==> src/rtl/core/assert_macros.svh <==
// assertion macros for the deque rtl
`ifndef ASSERT_MACROS_SVH
`define ASSERT_MACROS_SVH
`ifndef SYNTHESIS
// property checked on every rising edge outside reset
`define DEQ_ASSERT(lbl, clk, rst_n, prop) \
    lbl: assert property (@(posedge clk) disable iff (!rst_n) (prop)) \
        else $error("deque assertion failed");
// condition that must never be true outside reset
`define DEQ_NEVER(lbl, clk, rst_n, cond) \
    lbl: assert property (@(posedge clk) disable iff (!rst_n) !(cond)) \
        else $error("deque forbidden condition seen");
`else
`define DEQ_ASSERT(lbl, clk, rst_n, prop)
`define DEQ_NEVER(lbl, clk, rst_n, cond)
`endif
`endif

==> src/rtl/core/deq_pkg.sv <==
// deque package: operation and error codes, cell control struct
`default_nettype none
package deq_pkg;

    localparam int OP_W  = 3;
    localparam int ERR_W = 2;

    localparam logic [OP_W-1:0] OP_PUSH_BACK  = 3'd0;
    localparam logic [OP_W-1:0] OP_PUSH_FRONT = 3'd1;
    localparam logic [OP_W-1:0] OP_POP_FRONT  = 3'd2;
    localparam logic [OP_W-1:0] OP_POP_BACK   = 3'd3;
    localparam logic [OP_W-1:0] OP_CLEAR      = 3'd4;

    localparam logic [ERR_W-1:0] ERR_OK    = 2'd0;
    localparam logic [ERR_W-1:0] ERR_EMPTY = 2'd1;
    localparam logic [ERR_W-1:0] ERR_FULL  = 2'd2;

    // per-lane command broadcast to every cell
    typedef struct packed {
        logic shr;  // insert at cell 0, everything moves one cell away
        logic shl;  // drop cell 0, everything moves one cell closer
        logic app;  // write the word into the cell at the count position
    } deq_ctl_t;

endpackage
`default_nettype wire

==> src/rtl/core/deq_cell.sv <==
// deque cell: one stored word with neighbor handoff
`default_nettype none
module deq_cell #(
    parameter int DATA_WIDTH = 8,
    parameter int CNT_W      = 5,
    parameter int IDX        = 0
) (
    input  wire logic                  clk,
    input  wire deq_pkg::deq_ctl_t     ctl,
    input  wire logic [CNT_W-1:0]      count,
    input  wire logic [DATA_WIDTH-1:0] left_data,
    input  wire logic [DATA_WIDTH-1:0] right_data,
    input  wire logic [DATA_WIDTH-1:0] value,
    output logic      [DATA_WIDTH-1:0] data
);
    import deq_pkg::*;

    logic [DATA_WIDTH-1:0] data_reg;
    logic [DATA_WIDTH-1:0] data_next;

    always_comb
    begin
        data_next = data_reg;
        if (ctl.shr)
        begin
            data_next = left_data;
        end
        else if (ctl.shl)
        begin
            data_next = right_data;
        end
        else if (ctl.app && (count == CNT_W'(IDX)))
        begin
            data_next = value;
        end
    end

    always_ff @(posedge clk)
    begin
        data_reg <= data_next;
    end

    assign data = data_reg;

endmodule
`default_nettype wire

==> src/rtl/core/deq_lane.sv <==
// deque lane: row of cells ordered from one end of the queue
`default_nettype none
module deq_lane #(
    parameter int DEPTH      = 16,
    parameter int DATA_WIDTH = 8,
    parameter int CNT_W      = 5
) (
    input  wire logic                  clk,
    input  wire deq_pkg::deq_ctl_t     ctl,
    input  wire logic [CNT_W-1:0]      count,
    input  wire logic [DATA_WIDTH-1:0] value,
    output logic      [DATA_WIDTH-1:0] head
);
    import deq_pkg::*;

    logic [DATA_WIDTH-1:0] cell_data [DEPTH];

    for (genvar i = 0; i < DEPTH; i++)
    begin : g_cell
        logic [DATA_WIDTH-1:0] left_in;
        logic [DATA_WIDTH-1:0] right_in;

        if (i == 0)
        begin : g_first
            assign left_in = value;
        end
        else
        begin : g_mid
            assign left_in = cell_data[i-1];
        end

        // last cell keeps its own word on a shift left; that word then lies past the count and is never read
        if (i == DEPTH - 1)
        begin : g_last
            assign right_in = cell_data[i];
        end
        else
        begin : g_inner
            assign right_in = cell_data[i+1];
        end

        deq_cell #(
            .DATA_WIDTH (DATA_WIDTH),
            .CNT_W      (CNT_W),
            .IDX        (i)
        ) u_cell (
            .clk        (clk),
            .ctl        (ctl),
            .count      (count),
            .left_data  (left_in),
            .right_data (right_in),
            .value      (value),
            .data       (cell_data[i])
        );
    end

    assign head = cell_data[0];

endmodule
`default_nettype wire

==> src/rtl/core/double_ended_queue_top.sv <==
// double-ended queue top level: op decode, entry count and result channel
//
// Bounded deque of DEPTH words. Each accepted op gives one result word that shows the
// front and back after the op, the entry count and an error code. The contents live in
// two rows of DEPTH cells, one ordered from the front and one from the back, so both
// ends always sit in a fixed cell and an op is at most one shift or write per row. One
// op word is taken per cycle unless stalled; the result is registered and appears the
// cycle after acceptance, and a new op is taken in the same cycle the pending result
// is taken. A full push or empty pop leaves the state unchanged and is flagged.
`default_nettype none
`include "assert_macros.svh"
module double_ended_queue_top #(
    parameter int DEPTH      = 16,
    parameter int DATA_WIDTH = 8,
    localparam int CNT_W     = $clog2(DEPTH + 1)
) (
    input  wire logic                       clk,
    input  wire logic                       rst_n,
    input  wire logic                       in_valid,
    output logic                            in_ready,
    input  wire logic [deq_pkg::OP_W-1:0]   op,
    input  wire logic [DATA_WIDTH-1:0]      value,
    output logic                            out_valid,
    input  wire logic                       out_ready,
    output logic      [DATA_WIDTH-1:0]      front_value,
    output logic                            front_valid,
    output logic      [DATA_WIDTH-1:0]      back_value,
    output logic                            back_valid,
    output logic      [CNT_W-1:0]           count,
    output logic      [deq_pkg::ERR_W-1:0]  error
);
    import deq_pkg::*;

    logic [CNT_W-1:0] count_reg;
    logic [CNT_W-1:0] count_next;
    logic             out_valid_reg;
    logic             out_valid_next;
    logic [ERR_W-1:0] err_reg;
    logic [ERR_W-1:0] err_next;

    logic             in_acc;
    logic             is_full;
    logic             is_empty;
    logic [ERR_W-1:0] op_err;
    deq_ctl_t         front_ctl;
    deq_ctl_t         back_ctl;
    logic [DATA_WIDTH-1:0] front_head;
    logic [DATA_WIDTH-1:0] back_head;

    assign in_ready = !out_valid_reg || out_ready;
    assign in_acc   = in_valid && in_ready;
    assign is_full  = (count_reg == CNT_W'(DEPTH));
    assign is_empty = (count_reg == '0);

    always_comb
    begin
        op_err     = ERR_OK;
        count_next = count_reg;
        front_ctl  = '0;
        back_ctl   = '0;
        case (op)
            OP_PUSH_BACK:
            begin
                if (is_full)
                begin
                    op_err = ERR_FULL;
                end
                else
                begin
                    front_ctl.app = in_acc;
                    back_ctl.shr  = in_acc;
                    count_next    = count_reg + CNT_W'(1);
                end
            end
            OP_PUSH_FRONT:
            begin
                if (is_full)
                begin
                    op_err = ERR_FULL;
                end
                else
                begin
                    front_ctl.shr = in_acc;
                    back_ctl.app  = in_acc;
                    count_next    = count_reg + CNT_W'(1);
                end
            end
            OP_POP_FRONT:
            begin
                if (is_empty)
                begin
                    op_err = ERR_EMPTY;
                end
                else
                begin
                    front_ctl.shl = in_acc;
                    count_next    = count_reg - CNT_W'(1);
                end
            end
            OP_POP_BACK:
            begin
                if (is_empty)
                begin
                    op_err = ERR_EMPTY;
                end
                else
                begin
                    back_ctl.shl = in_acc;
                    count_next   = count_reg - CNT_W'(1);
                end
            end
            OP_CLEAR:
            begin
                count_next = '0;
            end
            default:
            begin
                op_err = ERR_OK;
            end
        endcase
    end

    always_comb
    begin
        out_valid_next = out_valid_reg && !out_ready;
        err_next       = err_reg;
        if (in_acc)
        begin
            out_valid_next = 1'b1;
            err_next       = op_err;
        end
    end

    always_ff @(posedge clk or negedge rst_n)
    begin
        if (!rst_n)
        begin
            count_reg     <= '0;
            out_valid_reg <= 1'b0;
        end
        else
        begin
            if (in_acc)
            begin
                count_reg <= count_next;
            end
            out_valid_reg <= out_valid_next;
        end
    end

    always_ff @(posedge clk)
    begin
        err_reg <= err_next;
    end

    deq_lane #(
        .DEPTH      (DEPTH),
        .DATA_WIDTH (DATA_WIDTH),
        .CNT_W      (CNT_W)
    ) u_front_lane (
        .clk   (clk),
        .ctl   (front_ctl),
        .count (count_reg),
        .value (value),
        .head  (front_head)
    );

    deq_lane #(
        .DEPTH      (DEPTH),
        .DATA_WIDTH (DATA_WIDTH),
        .CNT_W      (CNT_W)
    ) u_back_lane (
        .clk   (clk),
        .ctl   (back_ctl),
        .count (count_reg),
        .value (value),
        .head  (back_head)
    );

    // state only moves on acceptance, so the view holds while the result stalls
    assign out_valid   = out_valid_reg;
    assign front_valid = !is_empty;
    assign back_valid  = !is_empty;
    assign front_value = is_empty ? '0 : front_head;
    assign back_value  = is_empty ? '0 : back_head;
    assign count       = count_reg;
    assign error       = err_reg;

    `DEQ_NEVER(a_count_range, clk, rst_n, count_reg > CNT_W'(DEPTH))
    `DEQ_ASSERT(a_empty_err, clk, rst_n, (out_valid_reg && err_reg == ERR_EMPTY) |-> is_empty)
    `DEQ_ASSERT(a_full_err, clk, rst_n, (out_valid_reg && err_reg == ERR_FULL) |-> is_full)
    `DEQ_ASSERT(a_acc_result, clk, rst_n, in_acc |=> out_valid_reg)

endmodule
`default_nettype wire
==> config.mk <==
export PLATFORM = sky130hd
export DESIGN_NAME = double_ended_queue_top
export DESIGN_NICKNAME = d
export VERILOG_FILES = /design/src/rtl/core/deq_pkg.sv /design/src/rtl/core/deq_cell.sv /design/src/rtl/core/deq_lane.sv /design/src/rtl/core/double_ended_queue_top.sv
export VERILOG_INCLUDE_DIRS = /design/src /design/src/rtl/core
export SDC_FILE = /design/constraint.sdc
export NUM_CORES = 1
export LEC_CHECK = 0
export BUFFER_PORTS_ARGS = -buffer_cell sky130_fd_sc_hd__buf_2
export CAP_MARGIN = 5
export CORE_ASPECT_RATIO = 1.5
export CORE_UTILIZATION = 35
export CTS_BUF_LIST = sky130_fd_sc_hd__clkbuf_8
export DETAILED_ROUTE_END_ITERATION = 8
export PLACE_DENSITY_LB_ADDON = 0.25
export SLEW_MARGIN = 0
export SYNTH_ARGS = -nofsm -noshare
export SYNTH_HDL_FRONTEND = slang
export SYNTH_SLANG_ARGS = --single-unit
==> constraint.sdc <==
create_clock -name clk -period 3.7 [get_ports clk]
set_input_delay 0.74 -clock clk [delete_from_list [all_inputs] [get_ports clk]]
set_output_delay 0.74 -clock clk [all_outputs]
set_load 0.05 [all_outputs]
* Word level (Yosys, flattened, before mapping) *
Cells that the tools add are included.

word-level totals
  flip-flop bits (word level) = 264
  bits of input ports = 15
  output and inout bits = 27
  word-level logic and storage cells = 250

cells by class
  add/subtract/negate cells = 2
  eq/ne operators = 24
  mux-type cells = 111
  reductions and logical operators = 78

operators by type and width
  cell                 count
  $mux 8               98
  $reduce_bool 3->1    31
  $eq 5x4->1 const B   8
  $logic_and 1x1->1    34
  $eq 5x3->1 const B   4
  $pmux 5 s3           1
  $eq 5x2->1 const B   2
  $mux 5               2
  $mux 1               8
  $eq 3x2->1 const B   2
  $add 5x1->5 const B  1
  $eq 5x1->1 const B   1
  $eq 5x5->1 const B   1
  $logic_not 5->1      1
  $sub 5x1->5 const B  1
  $ne 2x1->1 const B   2
  $ne 2x2->1 const B   2
  $pmux 2 s2           1
  $reduce_and 2->1     2
  $reduce_and 4->1     1
  $reduce_bool 2->1    2
  $reduce_or 2->1      2
  $eq 3x1->1 const B   1
  $eq 3x3->1 const B   1
  other kinds (4)      6

* Logic depth before layout (Yosys ltp) *
  depth in word-level cells = 9
  gate-level depth with buffers = 9
  depth with buffers taken out = 6

* Cells and area by module *
Synthesis repeated with hierarchy kept, for this count alone.

second synthesis, totals
  cells, all modules = 1260
  area total of the unflattened synthesis = 14765.4 µm²

modules (own cells, without submodules)
  module                                         instances  cells an instance  area each (µm²)  sequential area each (µm²)
  deq_cell at u_back_lane.g_cell[10].u_cell ...  8          37                 440.4            240.2
  deq_cell at u_back_lane.g_cell[1].u_cell ...   4          37                 445.4            240.2
  deq_cell at u_back_lane.g_cell[4].u_cell ...   4          37                 439.2            240.2
  deq_cell at u_back_lane.g_cell[11].u_cell ...  4          36                 436.7            240.2
  deq_cell at u_back_lane.g_cell[13].u_cell ...  4          38                 436.7            240.2
  deq_cell at u_back_lane.g_cell[3].u_cell ...   2          36                 441.7            240.2
  deq_cell at u_back_lane.g_cell[0].u_cell ...   2          37                 437.9            240.2
  deq_cell at u_back_lane.g_cell[12].u_cell ...  2          37                 432.9            240.2
  deq_cell at u_back_lane.g_cell[15].u_cell ...  2          36                 422.9            240.2
  double_ended_queue_top                         1          80                 739.5            210.2

* Least setup slack after synthesis *
Ideal clock, no wire load.

  path kind = register to register
  from = reg count_reg[0] (netlist: count[0])
  to = reg u_back_lane.g_cell[7].u_cell.data_reg[0], enable pin
  setup time = 0.387 ns
  arrival time = 2.999 ns
  required time = 3.313 ns
  path slack = 0.314 ns
  stages on the path, launching flop included = 9
  path buffers = 2
  period minus slack after synthesis = 3.386 ns
  path through = dfrtp_1 inv_1 ha_1 and4bb_1 nor2_1 buf_2 buf_2 nand2_1 o31ai_1

between the ends
  cells in the longest elaborated chain, start to end = 5
  elaborated cells on any way between the ends = 10
  those cells by class = eq/ne (2); mux (5); reduce/logical (3)

RTL lines
  element                          line                                                        text
  from (decl)                      double_ended_queue_top.sv:34                                logic [CNT_W-1:0] count_reg;
  from (signal assigned)           double_ended_queue_top.sv:145                               count_reg <= count_next;
  $eq 5x5->1                       double_ended_queue_top.sv:52                                assign is_full = (count_reg == CNT_W'(DEPTH));
  $mux 1                           double_ended_queue_top.sv:64, double_ended_queue_top.sv:77
  $mux 1                           double_ended_queue_top.sv:61                                case (op)
  $logic_and 1x1->1                deq_cell.sv:32                                              else if (ctl.app && (count == CNT_W'(IDX)))
  $reduce_bool 3->1 (no line) (*)  n/a
  to (signal assigned)             deq_cell.sv:40                                              data_reg <= data_next;
  to (decl)                        deq_cell.sv:18                                              logic [DATA_WIDTH-1:0] data_reg;

Every way passes the cells marked *; elsewhere a longest branch is shown, timed or not.
A chain may end at the register's enable or synchronous reset.

* Worst setup path in the final report *
  from = reg count_reg[0] (netlist: count[0])
  to = out front_value[6]

between the ends
  cells in the longest elaborated chain, start to end = 2

RTL lines
  element          line                           text
  $logic_not 5->1  double_ended_queue_top.sv:53   assign is_empty = (count_reg == '0);
  $mux 8           double_ended_queue_top.sv:184  assign front_value = is_empty ? '0 : front_head;
  to (decl)        double_ended_queue_top.sv:25   output logic [DATA_WIDTH-1:0] front_value,

Every way passes these cells.

==> tab_implementation.tex <==
\begin{tabular}{lr}
\hline
Metric & Value \\
\hline
\multicolumn{2}{l}{\textbf{Die}} \\
Vertical die dimension & 232 um \\
Starting Density & 0.358 \\
Top-level port count & 42 \\
Width of the die & 155 um \\
Overall die area & 0.0360 sq mm \\
CORE AREA & 0.0345 sq mm \\
\# rows & 83 \\
\multicolumn{2}{l}{\textbf{Clock tree}} \\
Number of gates given a new drive strength after cts & 0 \\
Number of H-tree levels & 2 \\
Clock transition at the registers of the reported paths & 70 ps \\
Clock tree from TritonCTS & done \\
Later-pin clock latency in the skew report & 600 ps \\
Maximum number of buffers from clock root to sink & 3 \\
Number of clock sinks & 264 \\
Number of buffers created by CTS & 41 \\
Clock tree root driver cell & sky130\_fd\_sc\_hd\_\_clkbuf\_8 \\
Setup Buffers After CTS & 0 \\
Hold-fix buffers, CTS & 1 \\
\multicolumn{2}{l}{\textbf{Detailed routing}} \\
Amount of wire on met3 after detailed routing & 1.44 mm \\
Vias/cell & 6.08 \\
Antenna Violating Nets Remaining & 0 \\
Detailed Route Iter0 Violations & 788 \\
Top layer used by detailed routing & met4 \\
Via total after detailed routing & 8125 \\
Final wirelength & 33.8 mm \\
Wire length on met1 & 13.6 mm \\
Average routed wire per standard cell & 25.3 um \\
Routed wire length on met2 & 17.6 mm \\
1st-pass router iterations & 5 \\
Residual DRC & 0 \\
\multicolumn{2}{l}{\textbf{GRT}} \\
Overall track demand over capacity in global routing & 0.186 \\
Global-route wire length before repair & 50.4 mm \\
Number of global-route vias before repair & 8080 \\
Maximum number of pins on one net before global-route repair & 121 \\
Remaining Overflow, GRT & 0 \\
Number of antenna violations at the first check in global routing & 0 \\
\multicolumn{2}{l}{\textbf{Timing}} \\
Max-slew headroom at the worst pin & 0.293 \\
Clock tree skew after final layout & 35.4 ps \\
Hold Vio Cnt, Final & 0 \\
Final Max Tran Viols & 0 \\
Number of failing setup endpoints in the final timing report & 0 \\
RSZ-0062 raised after global routing & no \\
Total Negative Setup Slacks & 0 ps \\
Final Cycle Share & 0.906 \\
Tightest Pin Transition & 1060 ps \\
Peak clock frequency supported by timing & 298 MHz \\
Final Critical Period & 3350 ps \\
Post-Route Hold Slack & 471 ps \\
\multicolumn{2}{l}{\textbf{Yosys}} \\
Flip-flop cell with the highest count after synthesis & sky130\_fd\_sc\_hd\_\_edfxtp\_1 \\
Ys async rst share & 0.0227 \\
Sequential-to-total area share from yosys stat & 0.640 \\
Syn Inst Count & 806 \\
Number of nets in the synthesized netlist & 827 \\
EDFF count, synth & 258 \\
Number of unique standard cell types used by synthesis & 48 \\
Yosys warns & 0 \\
Number of storage elements in the synthesis netlist & 264 \\
Cell area after technology mapping & 0.0123 sq mm \\
Syn avg cell area & 15.3 sq um \\
\multicolumn{2}{l}{\textbf{Place}} \\
Dpl hpwl & 21.3 mm \\
Weighted congestion reported at the end of routability-driven placement & 0.800 \\
Number of cells in the design after placement & 1261 \\
Quantity of I/O buffers inserted on ports & 41 \\
\multicolumn{2}{l}{\textbf{Pwr}} \\
Pwr per Cell Area & 547 mW/mm\^{}2 \\
Maximum vdd ir drop & 0.230 mV \\
Leakage Power & 4.57 nW \\
\multicolumn{2}{l}{\textbf{Status}} \\
Status & finished clean \\
\multicolumn{2}{l}{\textbf{Worst setup path}} \\
Length in cells of the worst reg-to-reg path & 7 \\
Critical-path maximum fanout & 21 \\
Worst setup path startpoint & count[0]\$\_DFFE\_PN0P\_ \\
Worst Path Arrival & 2610 ps \\
Endpoint of the worst register-to-register path & u\_front\_lane.g\_cell[8].u\_cell.data[3]\$\_DFFE\_PP\_ \\
Category of the most critical setup path & reg2out \\
Setup slack on the worst flop-to-flop path & 420 ps \\
Worst reg2reg startpoint & count[0]\$\_DFFE\_PN0P\_ \\
Setup crit end & front\_value[6] \\
Kind of capture point of the worst setup path & output pin \\
CP Launch Type & flop \\
Critical path data required time & 2960 ps \\
\multicolumn{2}{l}{\textbf{Cells and area}} \\
Area Overhead vs Synth & 11.1\% \\
Share of post-route cells with drive strength above 1 & 0.200 \\
Fin cells & 1336 \\
Number of nets at the end of the flow & 859 \\
Number of antenna diodes & 0 \\
\multicolumn{2}{l}{\textbf{Job}} \\
Number of max-cap violations & 0 \\
\multicolumn{2}{l}{\textbf{Worst hold path}} \\
Hold/Removal Path Class & in2reg \\
\hline
\end{tabular}
==> kinds of logic after synthesis <==
group / synth area share
AO/OA/AOI/OAI: 0.247
flip-flops: 0.640
buffers and inverters: 0.0551
AND/OR/NAND/NOR: 0.0476
adder cells (fa/ha/maj): 0.00609
multiplexers: 0.00446
==> cell usage after synthesis, types with 4 or more instances <==
cell type | count | area share
sky130_fd_sc_hd__dfrtp_1 | 6 | 0.012
sky130_fd_sc_hd__o21ai_0 | 26 | 0.011
sky130_fd_sc_hd__nand4_1 | 4 | 0.0020
sky130_fd_sc_hd__buf_4 | 13 | 0.0079
sky130_fd_sc_hd__buf_2 | 41 | 0.017
sky130_fd_sc_hd__ha_1 | 6 | 0.0061
sky130_fd_sc_hd__a221oi_2 | 5 | 0.0061
sky130_fd_sc_hd__mux2_2 | 4 | 0.0037
sky130_fd_sc_hd__clkbuf_1 | 24 | 0.0073
sky130_fd_sc_hd__a221o_1 | 224 | 0.18
sky130_fd_sc_hd__and2_1 | 19 | 0.0096
sky130_fd_sc_hd__nand2_1 | 8 | 0.0024
sky130_fd_sc_hd__o21ai_1 | 32 | 0.013
sky130_fd_sc_hd__a221oi_4 | 11 | 0.023
sky130_fd_sc_hd__inv_1 | 18 | 0.0055
sky130_fd_sc_hd__buf_6 | 17 | 0.016
sky130_fd_sc_hd__nand3_1 | 42 | 0.017
sky130_fd_sc_hd__edfxtp_1 | 258 | 0.63
sky130_fd_sc_hd__nor2_1 | 6 | 0.0018
==> cells in the final DEF (no fill, tap or decap), types with 2 or more instances in the layout <==
cell,instances
sky130_fd_sc_hd__edfxtp_1,258
sky130_fd_sc_hd__a221o_1,224
sky130_fd_sc_hd__clkbuf_8,45
sky130_fd_sc_hd__nand3_1,42
sky130_fd_sc_hd__buf_2,41
sky130_fd_sc_hd__buf_4,39
sky130_fd_sc_hd__o21ai_1,32
sky130_fd_sc_hd__inv_1,28
sky130_fd_sc_hd__o21ai_0,26
sky130_fd_sc_hd__and2_1,16
sky130_fd_sc_hd__a221oi_4,11
sky130_fd_sc_hd__clkinv_1,9
sky130_fd_sc_hd__nand2_1,8
sky130_fd_sc_hd__ha_1,6
sky130_fd_sc_hd__dfrtp_1,6
sky130_fd_sc_hd__buf_12,6
sky130_fd_sc_hd__and2_4,5
sky130_fd_sc_hd__a221oi_2,5
sky130_fd_sc_hd__nor2_1,5
sky130_fd_sc_hd__clkinv_2,5
sky130_fd_sc_hd__nand4_1,4
sky130_fd_sc_hd__mux2_2,4
sky130_fd_sc_hd__clkinvlp_4,4
sky130_fd_sc_hd__nor3b_1,3
sky130_fd_sc_hd__or3_1,3
sky130_fd_sc_hd__a21o_1,3
sky130_fd_sc_hd__nor2b_1,2
sky130_fd_sc_hd__and3_1,2
sky130_fd_sc_hd__a22oi_2,2
sky130_fd_sc_hd__o31ai_1,2
sky130_fd_sc_hd__a21oi_1,2
==> metrics by stage <==
stage               worst slack, ps  total power [mW]  instance area, sq um   util
finish                          349              7.50                 13700  0.398
global route                    249              7.77                 13700  0.398
floorplan                       314              4.81                 12300      -
CTS                             319              7.55                 13700  0.398
global placement                534              5.20                 12900  0.375
detailed placement              489              5.21                 12900  0.375
==> where the power goes <==
part | internal (mW) | total, mW | switching (mW)
Clock | 1.13 | 2.35 | 1.22
Combinational | 0.463 | 1.50 | 1.03
Sequential | 3.52 | 3.65 | 0.138
==> worst max-delay path, stage by stage (launching register included) <==
cell	delay, ps
sky130_fd_sc_hd__dfrtp_1	460
sky130_fd_sc_hd__inv_1	140
sky130_fd_sc_hd__ha_1	290
sky130_fd_sc_hd__or4b_4	490
sky130_fd_sc_hd__buf_4	230
sky130_fd_sc_hd__and2_1	210
sky130_fd_sc_hd__buf_2	210
==> layer usage <==
| layer | vias to the layer above | global-route usage |
|---|---|---|
| li1 | 3562 | - |
| met1 | 4240 | 0.228 |
| met2 | 261 | 0.326 |
| met3 | 62 | 0.0286 |
| met4 | 0 | 0.0769 |
| met5 | - | 0 |
==> worst min-delay path by stage <==
| stage | start | endpoint | slack (ps) | cells after the start |
|---|---|---|---|---|
| global placement | u_front_lane.g_cell[15].u_cell.data[3]$_DFFE_PP_ | u_front_lane.g_cell[14].u_cell.data[3]$_DFFE_PP_ | 530 | 1 |
| detailed placement | u_front_lane.g_cell[15].u_cell.data[7]$_DFFE_PP_ | u_front_lane.g_cell[14].u_cell.data[7]$_DFFE_PP_ | 530 | 1 |
| floorplan | rst_n | count[0]$_DFFE_PN0P_ | 440 | 0 |
| finish | in_valid | out_valid$_DFF_PN0_ | 470 | 3 |
| CTS | in_valid | out_valid$_DFF_PN0_ | 450 | 3 |
| global route | in_valid | out_valid$_DFF_PN0_ | 480 | 3 |
==> cell type report <==
| cell class | count | area, sq um |
|---|---|---|
| well taps | 467 | 584 |
| inverters | 18 | 67.6 |
| fillers | 3276 | 20800 |
| clock buffers | 45 | 619 |
| clock inverters | 29 | 138 |
| repair buffers | 87 | 628 |
| flip-flops and latches | 264 | 7900 |
| multi-input cells | 426 | 3770 |
No activity file was read; power rests on OpenSTA's default activity.
